===== src/rtl/upd_pkg.sv =====
// Shared types and constants for the URL percent decoder.
`timescale 1ns / 1ps

package upd_pkg;

	localparam logic [7:0] CH_PERCENT = 8'h25;
	localparam logic [7:0] CH_PLUS    = 8'h2B;
	localparam logic [7:0] CH_SPACE   = 8'h20;

	localparam int unsigned CAP_WIDTH  = 16;
	localparam logic [CAP_WIDTH-1:0] CAP_RESET = 16'hFFFF;
	localparam int unsigned LEN_WIDTH  = 16;

	localparam int unsigned QUEUE_DEPTH = 4;
	localparam int unsigned QUEUE_PTR_W = $clog2(QUEUE_DEPTH);

	// One emit request from the front to the back.
	typedef struct packed {
		logic [7:0] data;  // byte to emit (already '+' mapped or hex decoded)
		logic       last;  // string ends with this entry
		logic       pct;   // short escape at the end: emit '%' before data
	} upd_entry_t;

endpackage


===== src/rtl/upd_front.sv =====
// Front end: accepts source bytes, tracks escapes and hex-decodes them.
`timescale 1ns / 1ps

module upd_front (
	input  logic               clk,
	input  logic               arst_n,
	input  logic               in_valid,
	output logic               in_ready,
	input  logic [7:0]         in_byte,
	input  logic               in_last,
	input  logic               q_full,
	output logic               push,
	output upd_pkg::upd_entry_t push_entry
);

	typedef enum logic [1:0] {
		PH_IDLE,
		PH_PCT,
		PH_DIGIT
	} phase_t;

	phase_t     phase_q;
	logic [7:0] first_char_q;
	logic [7:0] prev_value_q;

	logic       accept;
	logic [4:0] d1;
	logic [4:0] d2;
	logic [7:0] new_prev;
	logic [7:0] plain_byte;

	// {hit, value}
	function automatic logic [4:0] hex_val(input logic [7:0] c);
		logic [4:0] r;
		r = 5'd0;
		if (c >= 8'h30 && c <= 8'h39) begin
			r = {1'b1, 4'(c - 8'h30)};
		end else if (c >= 8'h61 && c <= 8'h66) begin
			r = {1'b1, 4'(c - 8'h57)};
		end else if (c >= 8'h41 && c <= 8'h46) begin
			r = {1'b1, 4'(c - 8'h37)};
		end
		return r;
	endfunction

	assign in_ready   = !q_full;
	assign accept     = in_valid && in_ready;
	assign plain_byte = (in_byte == upd_pkg::CH_PLUS) ? upd_pkg::CH_SPACE : in_byte;
	assign d1         = hex_val(first_char_q);
	assign d2         = hex_val(in_byte);

	always_comb begin
		if (d1[4]) begin
			new_prev = d2[4] ? {d1[3:0], d2[3:0]} : {4'd0, d1[3:0]};
		end else begin
			new_prev = prev_value_q;
		end
	end

	always_comb begin
		push            = 1'b0;
		push_entry.data = plain_byte;
		push_entry.last = in_last;
		push_entry.pct  = 1'b0;
		case (phase_q)
			PH_PCT: begin
				push           = accept && in_last;
				push_entry.pct = 1'b1;
			end
			PH_DIGIT: begin
				push            = accept;
				push_entry.data = new_prev;
			end
			default: begin
				push = accept && !(in_byte == upd_pkg::CH_PERCENT && !in_last);
			end
		endcase
	end

	always_ff @(posedge clk or negedge arst_n) begin
		if (!arst_n) begin
			phase_q      <= PH_IDLE;
			first_char_q <= 8'd0;
			prev_value_q <= 8'd0;
		end else if (accept) begin
			case (phase_q)
				PH_PCT: begin
					first_char_q <= in_byte;
					phase_q      <= PH_DIGIT;
				end
				PH_DIGIT: begin
					prev_value_q <= new_prev;
					phase_q      <= PH_IDLE;
				end
				default: begin
					phase_q <= (in_byte == upd_pkg::CH_PERCENT) ? PH_PCT : PH_IDLE;
				end
			endcase
			// end of string clears the per-string state
			if (in_last) begin
				phase_q      <= PH_IDLE;
				prev_value_q <= 8'd0;
			end
		end
	end

endmodule


===== src/rtl/upd_queue.sv =====
// Small register FIFO between front and back.
`timescale 1ns / 1ps

module upd_queue (
	input  logic                clk,
	input  logic                arst_n,
	input  logic                push,
	input  upd_pkg::upd_entry_t push_entry,
	input  logic                pop,
	output logic                full,
	output logic                not_empty,
	output upd_pkg::upd_entry_t head
);

	localparam int unsigned CNT_W = upd_pkg::QUEUE_PTR_W + 1;

	upd_pkg::upd_entry_t mem_q [upd_pkg::QUEUE_DEPTH];

	logic [upd_pkg::QUEUE_PTR_W-1:0] wr_ptr_q;
	logic [upd_pkg::QUEUE_PTR_W-1:0] rd_ptr_q;
	logic [CNT_W-1:0]                count_q;

	logic do_push;
	logic do_pop;

	assign full      = (count_q == CNT_W'(upd_pkg::QUEUE_DEPTH));
	assign not_empty = (count_q != '0);
	assign head      = mem_q[rd_ptr_q];
	assign do_push   = push && !full;
	assign do_pop    = pop && not_empty;

	always_ff @(posedge clk) begin
		if (do_push) begin
			mem_q[wr_ptr_q] <= push_entry;
		end
	end

	always_ff @(posedge clk or negedge arst_n) begin
		if (!arst_n) begin
			wr_ptr_q <= '0;
			rd_ptr_q <= '0;
			count_q  <= '0;
		end else begin
			if (do_push) begin
				wr_ptr_q <= wr_ptr_q + 1'b1;
			end
			if (do_pop) begin
				rd_ptr_q <= rd_ptr_q + 1'b1;
			end
			case ({do_push, do_pop})
				2'b10:   count_q <= count_q + 1'b1;
				2'b01:   count_q <= count_q - 1'b1;
				default: count_q <= count_q;
			endcase
		end
	end

endmodule


===== src/rtl/upd_back.sv =====
// Back end: output counting, capacity check, dropping and result register.
`timescale 1ns / 1ps

module upd_back #(
	parameter int unsigned COUNT_WIDTH = 16
) (
	input  logic                             clk,
	input  logic                             arst_n,
	input  logic [upd_pkg::CAP_WIDTH-1:0]    capacity,
	input  logic                             q_not_empty,
	input  upd_pkg::upd_entry_t              head,
	output logic                             pop,
	output logic                             out_valid,
	input  logic                             out_ready,
	output logic [7:0]                       out_byte,
	output logic                             byte_valid,
	output logic                             is_last,
	output logic                             overflow,
	output logic [upd_pkg::LEN_WIDTH-1:0]    total_length
);

	localparam int unsigned CMP_W = (COUNT_WIDTH + 1 > upd_pkg::LEN_WIDTH) ?
		COUNT_WIDTH + 1 : upd_pkg::LEN_WIDTH;

	logic [COUNT_WIDTH-1:0] count_q;
	logic                   dropping_q;
	logic                   pct_done_q;

	logic       out_valid_q;
	logic [7:0] out_byte_q;
	logic       byte_valid_q;
	logic       is_last_q;
	logic       overflow_q;
	logic [upd_pkg::LEN_WIDTH-1:0] total_length_q;

	logic [CMP_W-1:0] sum;
	logic             ovf_hit;
	logic             slot_free;
	logic             emit_pct;
	logic [7:0]       emit_byte;
	logic             emit_final;
	logic             can_go;
	logic             load;

	assign sum        = CMP_W'(count_q) + CMP_W'(1);
	assign ovf_hit    = (sum >= CMP_W'(capacity));
	assign slot_free  = !out_valid_q || out_ready;
	assign emit_pct   = head.pct && !pct_done_q;
	assign emit_byte  = emit_pct ? upd_pkg::CH_PERCENT : head.data;
	assign emit_final = emit_pct ? 1'b0 : head.last;
	// dropped entries retire without needing the output slot
	assign can_go     = q_not_empty && (dropping_q || slot_free);
	assign load       = can_go && !dropping_q;
	assign pop        = can_go && (dropping_q || !emit_pct || ovf_hit);

	always_ff @(posedge clk or negedge arst_n) begin
		if (!arst_n) begin
			count_q     <= '0;
			dropping_q  <= 1'b0;
			pct_done_q  <= 1'b0;
			out_valid_q <= 1'b0;
		end else begin
			if (slot_free) begin
				out_valid_q <= load;
			end
			if (load) begin
				if (ovf_hit) begin
					dropping_q <= 1'b1;
				end else begin
					count_q <= sum[COUNT_WIDTH-1:0];
					if (emit_pct) begin
						pct_done_q <= 1'b1;
					end
				end
			end
			if (pop) begin
				pct_done_q <= 1'b0;
				if (head.last) begin
					count_q    <= '0;
					dropping_q <= 1'b0;
				end
			end
		end
	end

	always_ff @(posedge clk) begin
		if (load) begin
			if (ovf_hit) begin
				out_byte_q     <= 8'd0;
				byte_valid_q   <= 1'b0;
				is_last_q      <= head.last;
				overflow_q     <= 1'b1;
				total_length_q <= '0;
			end else begin
				out_byte_q     <= emit_byte;
				byte_valid_q   <= 1'b1;
				is_last_q      <= emit_final;
				overflow_q     <= 1'b0;
				total_length_q <= emit_final ?
					upd_pkg::LEN_WIDTH'(sum[COUNT_WIDTH-1:0]) : '0;
			end
		end
	end

	assign out_valid    = out_valid_q;
	assign out_byte     = out_byte_q;
	assign byte_valid   = byte_valid_q;
	assign is_last      = is_last_q;
	assign overflow     = overflow_q;
	assign total_length = total_length_q;

endmodule


===== src/rtl/url_percent_decoder.sv =====
// URL percent decoder top level: front, queue, back and capacity register.
// Path: a source byte transfer is written into the queue, then loaded into the
//   result register before it is presented.
// Throughput: one source byte per cycle while the queue is not full; a
//   short escape at the end of a string holds the back end for two results.
// Reset: asynchronous, clears escape state, counts, queue and output valid;
//   the capacity register returns to 65535.
`timescale 1ns / 1ps

module url_percent_decoder #(
	parameter int unsigned COUNT_WIDTH = 16
) (
	input  logic        clk,
	input  logic        arst_n,
	input  logic        in_valid,
	output logic        in_ready,
	input  logic [7:0]  in_byte,
	input  logic        in_last,
	output logic        out_valid,
	input  logic        out_ready,
	output logic [7:0]  out_byte,
	output logic        byte_valid,
	output logic        is_last,
	output logic        overflow,
	output logic [15:0] total_length,
	input  logic        cfg_valid,
	output logic        cfg_ready,
	input  logic [15:0] cfg_data
);

	logic [upd_pkg::CAP_WIDTH-1:0] capacity_q;

	logic                q_full;
	logic                q_not_empty;
	logic                push;
	logic                pop;
	upd_pkg::upd_entry_t push_entry;
	upd_pkg::upd_entry_t head;

	assign cfg_ready = 1'b1;

	always_ff @(posedge clk or negedge arst_n) begin
		if (!arst_n) begin
			capacity_q <= upd_pkg::CAP_RESET;
		end else if (cfg_valid && cfg_ready) begin
			capacity_q <= cfg_data;
		end
	end

	upd_front u_front (
		.clk        (clk),
		.arst_n     (arst_n),
		.in_valid   (in_valid),
		.in_ready   (in_ready),
		.in_byte    (in_byte),
		.in_last    (in_last),
		.q_full     (q_full),
		.push       (push),
		.push_entry (push_entry)
	);

	upd_queue u_queue (
		.clk        (clk),
		.arst_n     (arst_n),
		.push       (push),
		.push_entry (push_entry),
		.pop        (pop),
		.full       (q_full),
		.not_empty  (q_not_empty),
		.head       (head)
	);

	upd_back #(
		.COUNT_WIDTH (COUNT_WIDTH)
	) u_back (
		.clk          (clk),
		.arst_n       (arst_n),
		.capacity     (capacity_q),
		.q_not_empty  (q_not_empty),
		.head         (head),
		.pop          (pop),
		.out_valid    (out_valid),
		.out_ready    (out_ready),
		.out_byte     (out_byte),
		.byte_valid   (byte_valid),
		.is_last      (is_last),
		.overflow     (overflow),
		.total_length (total_length)
	);

	// a length is reported only on a valid final byte
	a_len_only_final: assert property (@(posedge clk) disable iff (!arst_n)
		out_valid && (total_length != 16'd0) |-> is_last && byte_valid && !overflow)
		else $error("total_length set on a non-final result");

	// an error result never carries a byte
	a_ovf_no_byte: assert property (@(posedge clk) disable iff (!arst_n)
		out_valid && overflow |-> !byte_valid && (out_byte == 8'd0))
		else $error("overflow result carries a byte");

	// a capacity write lands in the register
	a_cfg_write: assert property (@(posedge clk) disable iff (!arst_n)
		cfg_valid && cfg_ready |=> capacity_q == $past(cfg_data))
		else $error("capacity write lost");

	// a held result keeps its slot until the transfer
	a_out_hold: assert property (@(posedge clk) disable iff (!arst_n)
		out_valid && !out_ready |=> out_valid && $stable(out_byte) && $stable(is_last))
		else $error("stalled result changed");

endmodule

===== config.mk =====
export PLATFORM = sky130hd
export DESIGN_NAME = url_percent_decoder
export DESIGN_NICKNAME = d
export VERILOG_FILES = /design/src/rtl/upd_pkg.sv /design/src/rtl/upd_front.sv /design/src/rtl/upd_queue.sv /design/src/rtl/upd_back.sv /design/src/rtl/url_percent_decoder.sv
export SDC_FILE = /design/constraint.sdc
export NUM_CORES = 1
export LEC_CHECK = 0
export ABC_AREA = 1
export BUFFER_PORTS_ARGS = -buffer_cell sky130_fd_sc_hd__buf_2
export CORE_ASPECT_RATIO = 1.5
export CORE_UTILIZATION = 65
export CTS_CLUSTER_DIAMETER = 40
export DETAILED_ROUTE_END_ITERATION = 8
export GPL_ROUTABILITY_DRIVEN = 0
export PLACE_DENSITY = 0.86
export SETUP_SLACK_MARGIN = 0.3
export SKIP_LAST_GASP = 1
export SLEW_MARGIN = 20
export SYNTH_ARGS = -nofsm -noshare
export SYNTH_HDL_FRONTEND = slang
export SYNTH_HIERARCHICAL = 1
export SYNTH_SLANG_ARGS = --single-unit

===== constraint.sdc =====
create_clock -name clk -period 8.8 [get_ports clk]
set_input_delay 0.44 -clock clk [delete_from_list [all_inputs] [get_ports clk]]
set_output_delay 0.44 -clock clk [all_outputs]
set_load 0.05 [all_outputs]

# Yosys cells after proc, flatten, opt, wreduce, memory -nomap -nowiden

Memory sizes are Yosys's and may differ from the RTL's.
Cells that the tools add are included.

Add/subtract/negate cells: 11
Multiply operators: 0
Divide/modulo/power cells: 0
$lt $le $gt $ge: 13
Equal/unequal tests: 8
Shifts and indexed selects: 0
Muxes and demuxes: 37
Bitwise operators: 1
Reductions and logical operators: 37

Operator list:

| operator              | count |
|---|---|
| $mux 16               | 4 |
| $mux 8                | 6 |
| $ge 8x7->1 const B    | 4 |
| $le 8x7->1 const B    | 4 |
| $mux 5                | 6 |
| $add 16x1->17 const B | 1 |
| $ge 17x16->1          | 1 |
| $eq 8x6->1 const B    | 2 |
| $ge 8x6->1 const B    | 2 |
| $le 8x6->1 const B    | 2 |
| $logic_and 1x1->1     | 16 |
| $mux 1                | 16 |
| $sub 4x3->4 const B   | 4 |
| $reduce_bool 2->1     | 4 |
| $sub 4x1->4 const B   | 2 |
| $logic_not 1->1       | 7 |
| $mux 6                | 1 |
| $pmux 3 s2            | 1 |
| $add 2x1->2 const B   | 2 |
| $eq 2x1->1 const B    | 2 |
| $eq 2x2->1 const B    | 2 |
| $logic_or 1x1->1      | 4 |
| $pmux 2 s2            | 1 |
| $reduce_and 2->1      | 2 |
| other kinds (10)      | 11 |

Register bits after elaboration: 87
Latch bits: 0
Bits in writable memories: 40
Memory bits (read-only): 0
Output and inout port bits: 30
Memories: 1

Memory list:

| name          | words | bits a word | read ports | clocked after Yosys merged registers in | wr ports | line            | RTL |
|---|---|---|---|---|---|---|---|
| u_queue.mem_q | 4     | 10          | 1          | 0                                       | 1        | upd_queue.sv:17 | `upd_pkg::upd_entry_t mem_q [upd_pkg::QUEUE_DEPTH];` |

# Depth between registers and ports, before layout

Depth in word-level cells: 9
Depth in mapped cells: 29

# By module

Netlist, hierarchy kept.

By module, submodules not included:

| module              | times used | cells each | area each (µm²) |
|---|---|---|---|
| upd_back            | 1          | 353        | 2841.5 |
| upd_queue           | 1          | 177        | 2097.0 |
| upd_front           | 1          | 208        | 1420.1 |
| url_percent_decoder | 1          | 70         | 675.6 |

# Worst setup path after synthesis

No wires, ideal clock.

Path type: register to register
From: register u_back.count_q[0]
To: register u_queue.count_q[2]
Library setup time: 117 ps
Arrival time: 3387 ps
Data required time: 8683 ps
Slack: 5296 ps
Stages on the path, launching flop included: 24
Path buffers: 0
Cell sequence: dfrtp_1 -> nand3_1 -> nor2_1 -> nand4_1 -> nor2_1 -> xor2_1 -> inv_1 -> ha_1 -> nand2_1 -> nand3b_1 -> o21ai_1 -> nor2_4 -> nand3_1 -> nand2_1 -> inv_1 -> nand2_1 -> inv_1 -> ha_1 -> inv_1 -> fa_1 -> nand2_1 -> nand3_1 -> nand2_1 -> nand2_1

Cells in the longest elaborated chain, start to end: 7
Elaborated cells on any way between the ends: 9
Those cells by class: add/sub (1); order compare (1); eq/ne (2); mux (1); reduce/logical (4)

RTL lines:

| what                                            | line                      | RTL |
|---|---|---|
| start, declared                                 | upd_back.sv:25            | `logic [COUNT_WIDTH-1:0] count_q;` |
| start signal, assigned                          | upd_back.sv:70            | `count_q <= sum[COUNT_WIDTH-1:0];` |
| $add 16x1->17 *                                 | upd_back.sv:45            | `assign sum = CMP_W'(count_q) + CMP_W'(1);` |
| via u_back.sum[15]                              | upd_back.sv:36            | `logic [CMP_W-1:0] sum;` |
| $ge 17x16->1 *                                  | upd_back.sv:46            | `assign ovf_hit = (sum >= CMP_W'(capacity));` |
| $logic_or 1x1->1 *                              | upd_back.sv:54            | `assign pop = can_go && (dropping_q \|\| !emit_pct \|\| ovf_hit);` |
| $logic_and 1x1->1 *                             | upd_back.sv:54            |  |
| via pop                                         | url_percent_decoder.sv:36 | `logic pop;` |
| $logic_and 1x1->1 *                             | upd_queue.sv:30           | `assign do_pop = pop && not_empty;` |
| via u_queue.do_pop                              | upd_queue.sv:24           | `logic do_pop;` |
| $eq 2x1->1 or $eq 2x2->1 (tied branches)        | upd_queue.sv:50           | `case ({do_push, do_pop})` |
| $pmux 3 s2 or $reduce_bool 2->1 (tied branches) | --                        |  |
| end signal, assigned                            | upd_queue.sv:51           | `2'b10: count_q <= count_q + 1'b1;` |
| end signal, assigned                            | upd_queue.sv:52           | `2'b01: count_q <= count_q - 1'b1;` |
| end signal, assigned                            | upd_queue.sv:53           | `default: count_q <= count_q;` |
| end, declared                                   | upd_queue.sv:21           | `logic [CNT_W-1:0] count_q;` |

The timed path passes the listed nets; every way through them passes the cells marked *.
A chain may end at the register's enable or synchronous reset.

# Worst setup path after layout

From: register u_back.count_q[0]
To: register u_queue.count_q[1]

The elaborated chain is that of the path after synthesis.

==> impl.org <==
** Yosys
- Top cell type's share of synthesized area :: 0.286
- For this run, the register share of the synthesized area comes to 0.502.
- Yosys warnings :: 6
- Most frequently used cell type in the post-synthesis netlist :: sky130_fd_sc_hd__nand2_1
- The number of nets handed over by synthesis was 870.
- Among all flip-flop cells after synthesis, the most frequent one is sky130_fd_sc_hd__edfxtp_1.
- Post-synthesis register bit count :: between 100 and 150
- Counting distinct cell types in the post-synthesis netlist gives 44.
- Counting every instance in the synthesized netlist gives 808.
- Post-Synthesis Mean Instance Area :: 8.71 sq um
- Area leader, netlist :: sky130_fd_sc_hd__edfxtp_1
- Synth async-reset ratio :: 0.472
- Synth area leaders :: sky130_fd_sc_hd__edfxtp_1 (29%), sky130_fd_sc_hd__dfrtp_1 (16%), sky130_fd_sc_hd__nand2_1 (14%)
- Number of flops mapped to enable cells by yosys :: 67
- Total standard cell area after synthesis :: 7030 sq um
- By count the netlist is led by sky130_fd_sc_hd__nand2_1 (261), sky130_fd_sc_hd__inv_1 (127), sky130_fd_sc_hd__edfxtp_1 (67), sky130_fd_sc_hd__nor2_1 (51), sky130_fd_sc_hd__dfrtp_1 (44).

** Pwr
- Of the total power, the share spent switching nets is 0.431.
- The internal portion of the total power is around 1500 uW.
- Switching pwr :: 1130 uW
- Clock share of power :: 0.273
- The share of total power dissipated in sequential elements is 0.346.
- Combinational cell fraction of total power :: 0.381
- Pwr dens :: 330 nW/um^2
- For this design the static power due to leakage is 0.00400 uW.
- IR drop worst, VDD :: 194 uV

** Timing
- Setup TNS Final :: 0 ns
- Setup violations remaining at the end of the flow were counted as 0.
- Period utilisation layout :: 0.472
- Setup slack on the critical path of the routed design comes to between 4 and 5 ns.
- Final critical-path required period :: 4.15 ns
- For the pin with the worst max-slew slack, the measured transition is 0.980 ns.
- Derived from the worst setup path, the maximum achievable clock frequency is 241 MHz.
- Unrepaired setup endpoints after global routing :: false
- Between clock sinks in the finished design, the worst skew comes to between 0.008 and 0.009 ns.
- The count of final hold-check violations was 0.
- Max_slew headroom :: 0.344
- Number of pins exceeding their max-slew limit in the final report :: 0

** Hold path
- Class of the tightest hold or removal check :: primary input to asynchronous set/reset pin

** Clock network
- After clock tree synthesis, the clock-pin slew on the worst setup and hold paths is 0.06 ns.
- TritonCTS built the clock tree.
- Number of buffers created by CTS :: 17
- Clock tree buffer depth :: 2
- Counting every sink on the clock net gives 127.
- Number of hold-repair buffers added at the cts stage :: 0
- The later pin in the worst-skew pair is clocked with a latency of 0.43 ns.
- Library cell used as clock root buffer :: sky130_fd_sc_hd__clkbuf_16
- In this run the post-CTS setup repair buffer count came out at 0.
- Number of gates resized after cts :: 0
- CTS built an H-tree with a depth of 4.

** Worst setup path
- Ordered cell list for the critical path :: nand3_1, nor2_1, nand4_1, nor2_1, xor2_1, inv_1, ha_1, inv_1, nor2_1, nand2_1, o21ai_1, nor2_4, nand3_1, nand2_1, inv_1, nand2_1, inv_1, ha_1, inv_1, fa_1, o21ai_0
- Capturing element type of the critical path :: flop
- Worst Setup EP :: u_queue/count_q[1]
- STA puts the critical path data required time at 9.14 ns.
- Reg-to-reg setup timing slack :: 4.65 ns
- Longest individual stage delay on the worst path :: between 0.4 and 0.5 ns
- The critical path is of the flop to flop type.
- Worst-path fanout max :: 18
- The worst register-to-register path has a depth of 21.
- Timing startpoint of the critical path :: u_back/count_q[0]
- Cell at the slowest stage of the critical path :: sky130_fd_sc_hd__dfrtp_1
- Arr. time, crit path :: 4.50 ns
- The worst setup path is launched from a flop.
- Launch instance of the worst register-to-register path :: u_back/count_q[0]
- By instance count, the cell type seen most on the critical path is sky130_fd_sc_hd__inv_1.
- Endpoint of the worst register-to-register path :: u_queue/count_q[1]

** Routing
- The final layout contains routed wiring with a total length of 15100 um.
- DR iter-0 viols :: 331
- Detailed-router iteration count before antenna repair :: 5
- Drt drc :: 0
- Via count normalized by instance count :: 5.46
- Dividing the detail-routed wire length by the instance count gives 14.8 um.
- Total number of vias :: around 5.6k
- DRT antenna net count :: 0

** Layout
- Of the cells placed in the final design, the portion with a size suffix greater than 1 is 0.192.
- Counting the fill cells in the layout gives just under 700.
- Antenna diodes :: 0
- For this run, the post-layout net count is 929.
- Relative to the synthesized area, the layout overhead comes to 12.9%.

** Global route
- The via count of the first global-routing pass is ~5.4k.
- Overall overflow remaining after global route :: 0
- Maximum number of pins on one net before global-route repair :: 61
- Wire length of the first global-routing pass :: ~24000 um
- In the global route stage, overall resource usage came out at 0.290.
- The number of antenna violations at the first check in global routing is 0.

** Die
- The floorplan step defined a core boundary enclosing ~11000 sq um.
- Initial cell density of the core :: 0.668
- Number of placement rows :: 46
- The die covers roughly 11000 sq um.
- Die height :: 129 um
- Count of boundary I/O pins :: 60
- X dimension of the die :: 86.9 um

** Placement
- Port buffering added between 50 and 60 buffers.
- Detailed placement finished with a half-perimeter wire length of approximately 11000 um.
- Worst slack at placement :: around 4.8 ns

** Outcome
- The flow ran to the end, and the final reports show no timing, DRC or antenna violations.

** Run
- Max-cap violation count :: 0
==> layer usage <==
layer	routed length [um]	global-route usage	part of all wire
met3	835	0.0637	0.055
met4	763	0.193	0.050
met5	0	0	0
met2	7960	0.506	0.53
met1	5580	0.313	0.37
==> cell families (layout without fill, tap and decap cells) <==
logic type / count (synthesis) / in the layout / share of synthesized area
XOR/XNOR: 8 / 8 / 0.00996
adder cells (fa/ha/maj): 32 / 32 / 0.0580
AND/OR/NAND/NOR: 417 / 417 / 0.267
buffers and inverters: 157 / 229 / 0.100
flip-flops: 127 / 127 / 0.502
AO/OA/AOI/OAI: 66 / 66 / 0.0619
other: 1 / 1 / 0.000533
==> final cells by class <==
class	count	area (sq um)	share of cell area
clock inverter	15	185	0.0233
tap	144	180	0.0227
sequential	127	3530	0.445
multi-input combinational	524	2790	0.352
inverter	137	522	0.0657
clock buffer	17	425	0.0535
timing repair buffer	60	305	0.0384
==> placed cells by master, fill, tap and decap left out, types with 4 or more instances in the layout <==
| cell | instances |
|---|---|
| sky130_fd_sc_hd__a21oi_1 | 12 |
| sky130_fd_sc_hd__buf_2 | 58 |
| sky130_fd_sc_hd__clkbuf_16 | 17 |
| sky130_fd_sc_hd__dfrtp_1 | 44 |
| sky130_fd_sc_hd__dfstp_2 | 16 |
| sky130_fd_sc_hd__edfxtp_1 | 67 |
| sky130_fd_sc_hd__ha_1 | 31 |
| sky130_fd_sc_hd__inv_1 | 127 |
| sky130_fd_sc_hd__inv_2 | 6 |
| sky130_fd_sc_hd__inv_6 | 5 |
| sky130_fd_sc_hd__inv_8 | 7 |
| sky130_fd_sc_hd__nand2_1 | 261 |
| sky130_fd_sc_hd__nand2_2 | 14 |
| sky130_fd_sc_hd__nand2_4 | 5 |
| sky130_fd_sc_hd__nand3_1 | 31 |
| sky130_fd_sc_hd__nand3_2 | 5 |
| sky130_fd_sc_hd__nand3b_1 | 4 |
| sky130_fd_sc_hd__nand4_1 | 22 |
| sky130_fd_sc_hd__nor2_1 | 51 |
| sky130_fd_sc_hd__nor2_2 | 12 |
| sky130_fd_sc_hd__o211ai_1 | 14 |
| sky130_fd_sc_hd__o211ai_2 | 6 |
| sky130_fd_sc_hd__o21ai_0 | 20 |
| sky130_fd_sc_hd__o21ai_1 | 6 |
| sky130_fd_sc_hd__o21ai_2 | 4 |
| sky130_fd_sc_hd__xor2_1 | 5 |
==> power by group through the flow <==
stage                     combinational, uW  sequential (uW)  clock [uW]
final                                  1000              908         715
after detailed placement                985              918           0
after CTS                               996              908         722
after floorplan                         585             1120           0
after global placement                  947              908           0
after global routing                   1090              924         746
==> how the worst min path moves through the flow <==
stage | start | end | cells after the start
6_report | arst_n | u_back/count_q[11] | 2
5_1_grt | cfg_data[14] | capacity_q[14] | 3
4_1_cts | arst_n | u_back/count_q[11] | 2
3_5_place_dp | capacity_q[7] | capacity_q[7] | 2
3_3_place_gp | u_front/prev_value_q[1] | u_front/prev_value_q[1] | 2
2_1_floorplan | arst_n | u_back/count_q[0] | 0
==> worst max-delay path: cells and delay by family, from the launching register on <==
kind,cells,cell delay [ns]
and+or+nand+nor,10,1.75
adders and majority gates,3,0.95
DFF,1,0.44
buffers and inverters,5,0.39
xor gates and xnor gates,1,0.27
AOI/OAI and AO/OA,2,0.26
==> registers in the layout (all words and copies together), names as in the netlist, 3 cells and up <==
signal / cells
u_back/out_byte: 8
u_front/prev_value_q: 8
u_queue/mem_q: 40
u_queue/count_q: 3
u_back/count_q: 16
u_front/first_char_q: 8
u_back/total_length: 16
capacity_q: 16
==> metrics by stage <==
step	cell area, sq um	util	cells	hold WS, ns	total power [uW]
finish	7950	0.754	1024	0.165	2620
detailed placement	7330	0.696	992	0.456	1900
CTS	7950	0.754	1024	0.200	2630
global placement	7330	0.696	992	0.454	1860
floorplan	7030	-	808	0.144	1710
global route	7950	0.754	1024	0.231	2760
Note: power is estimated with default switching activity, not from simulation.
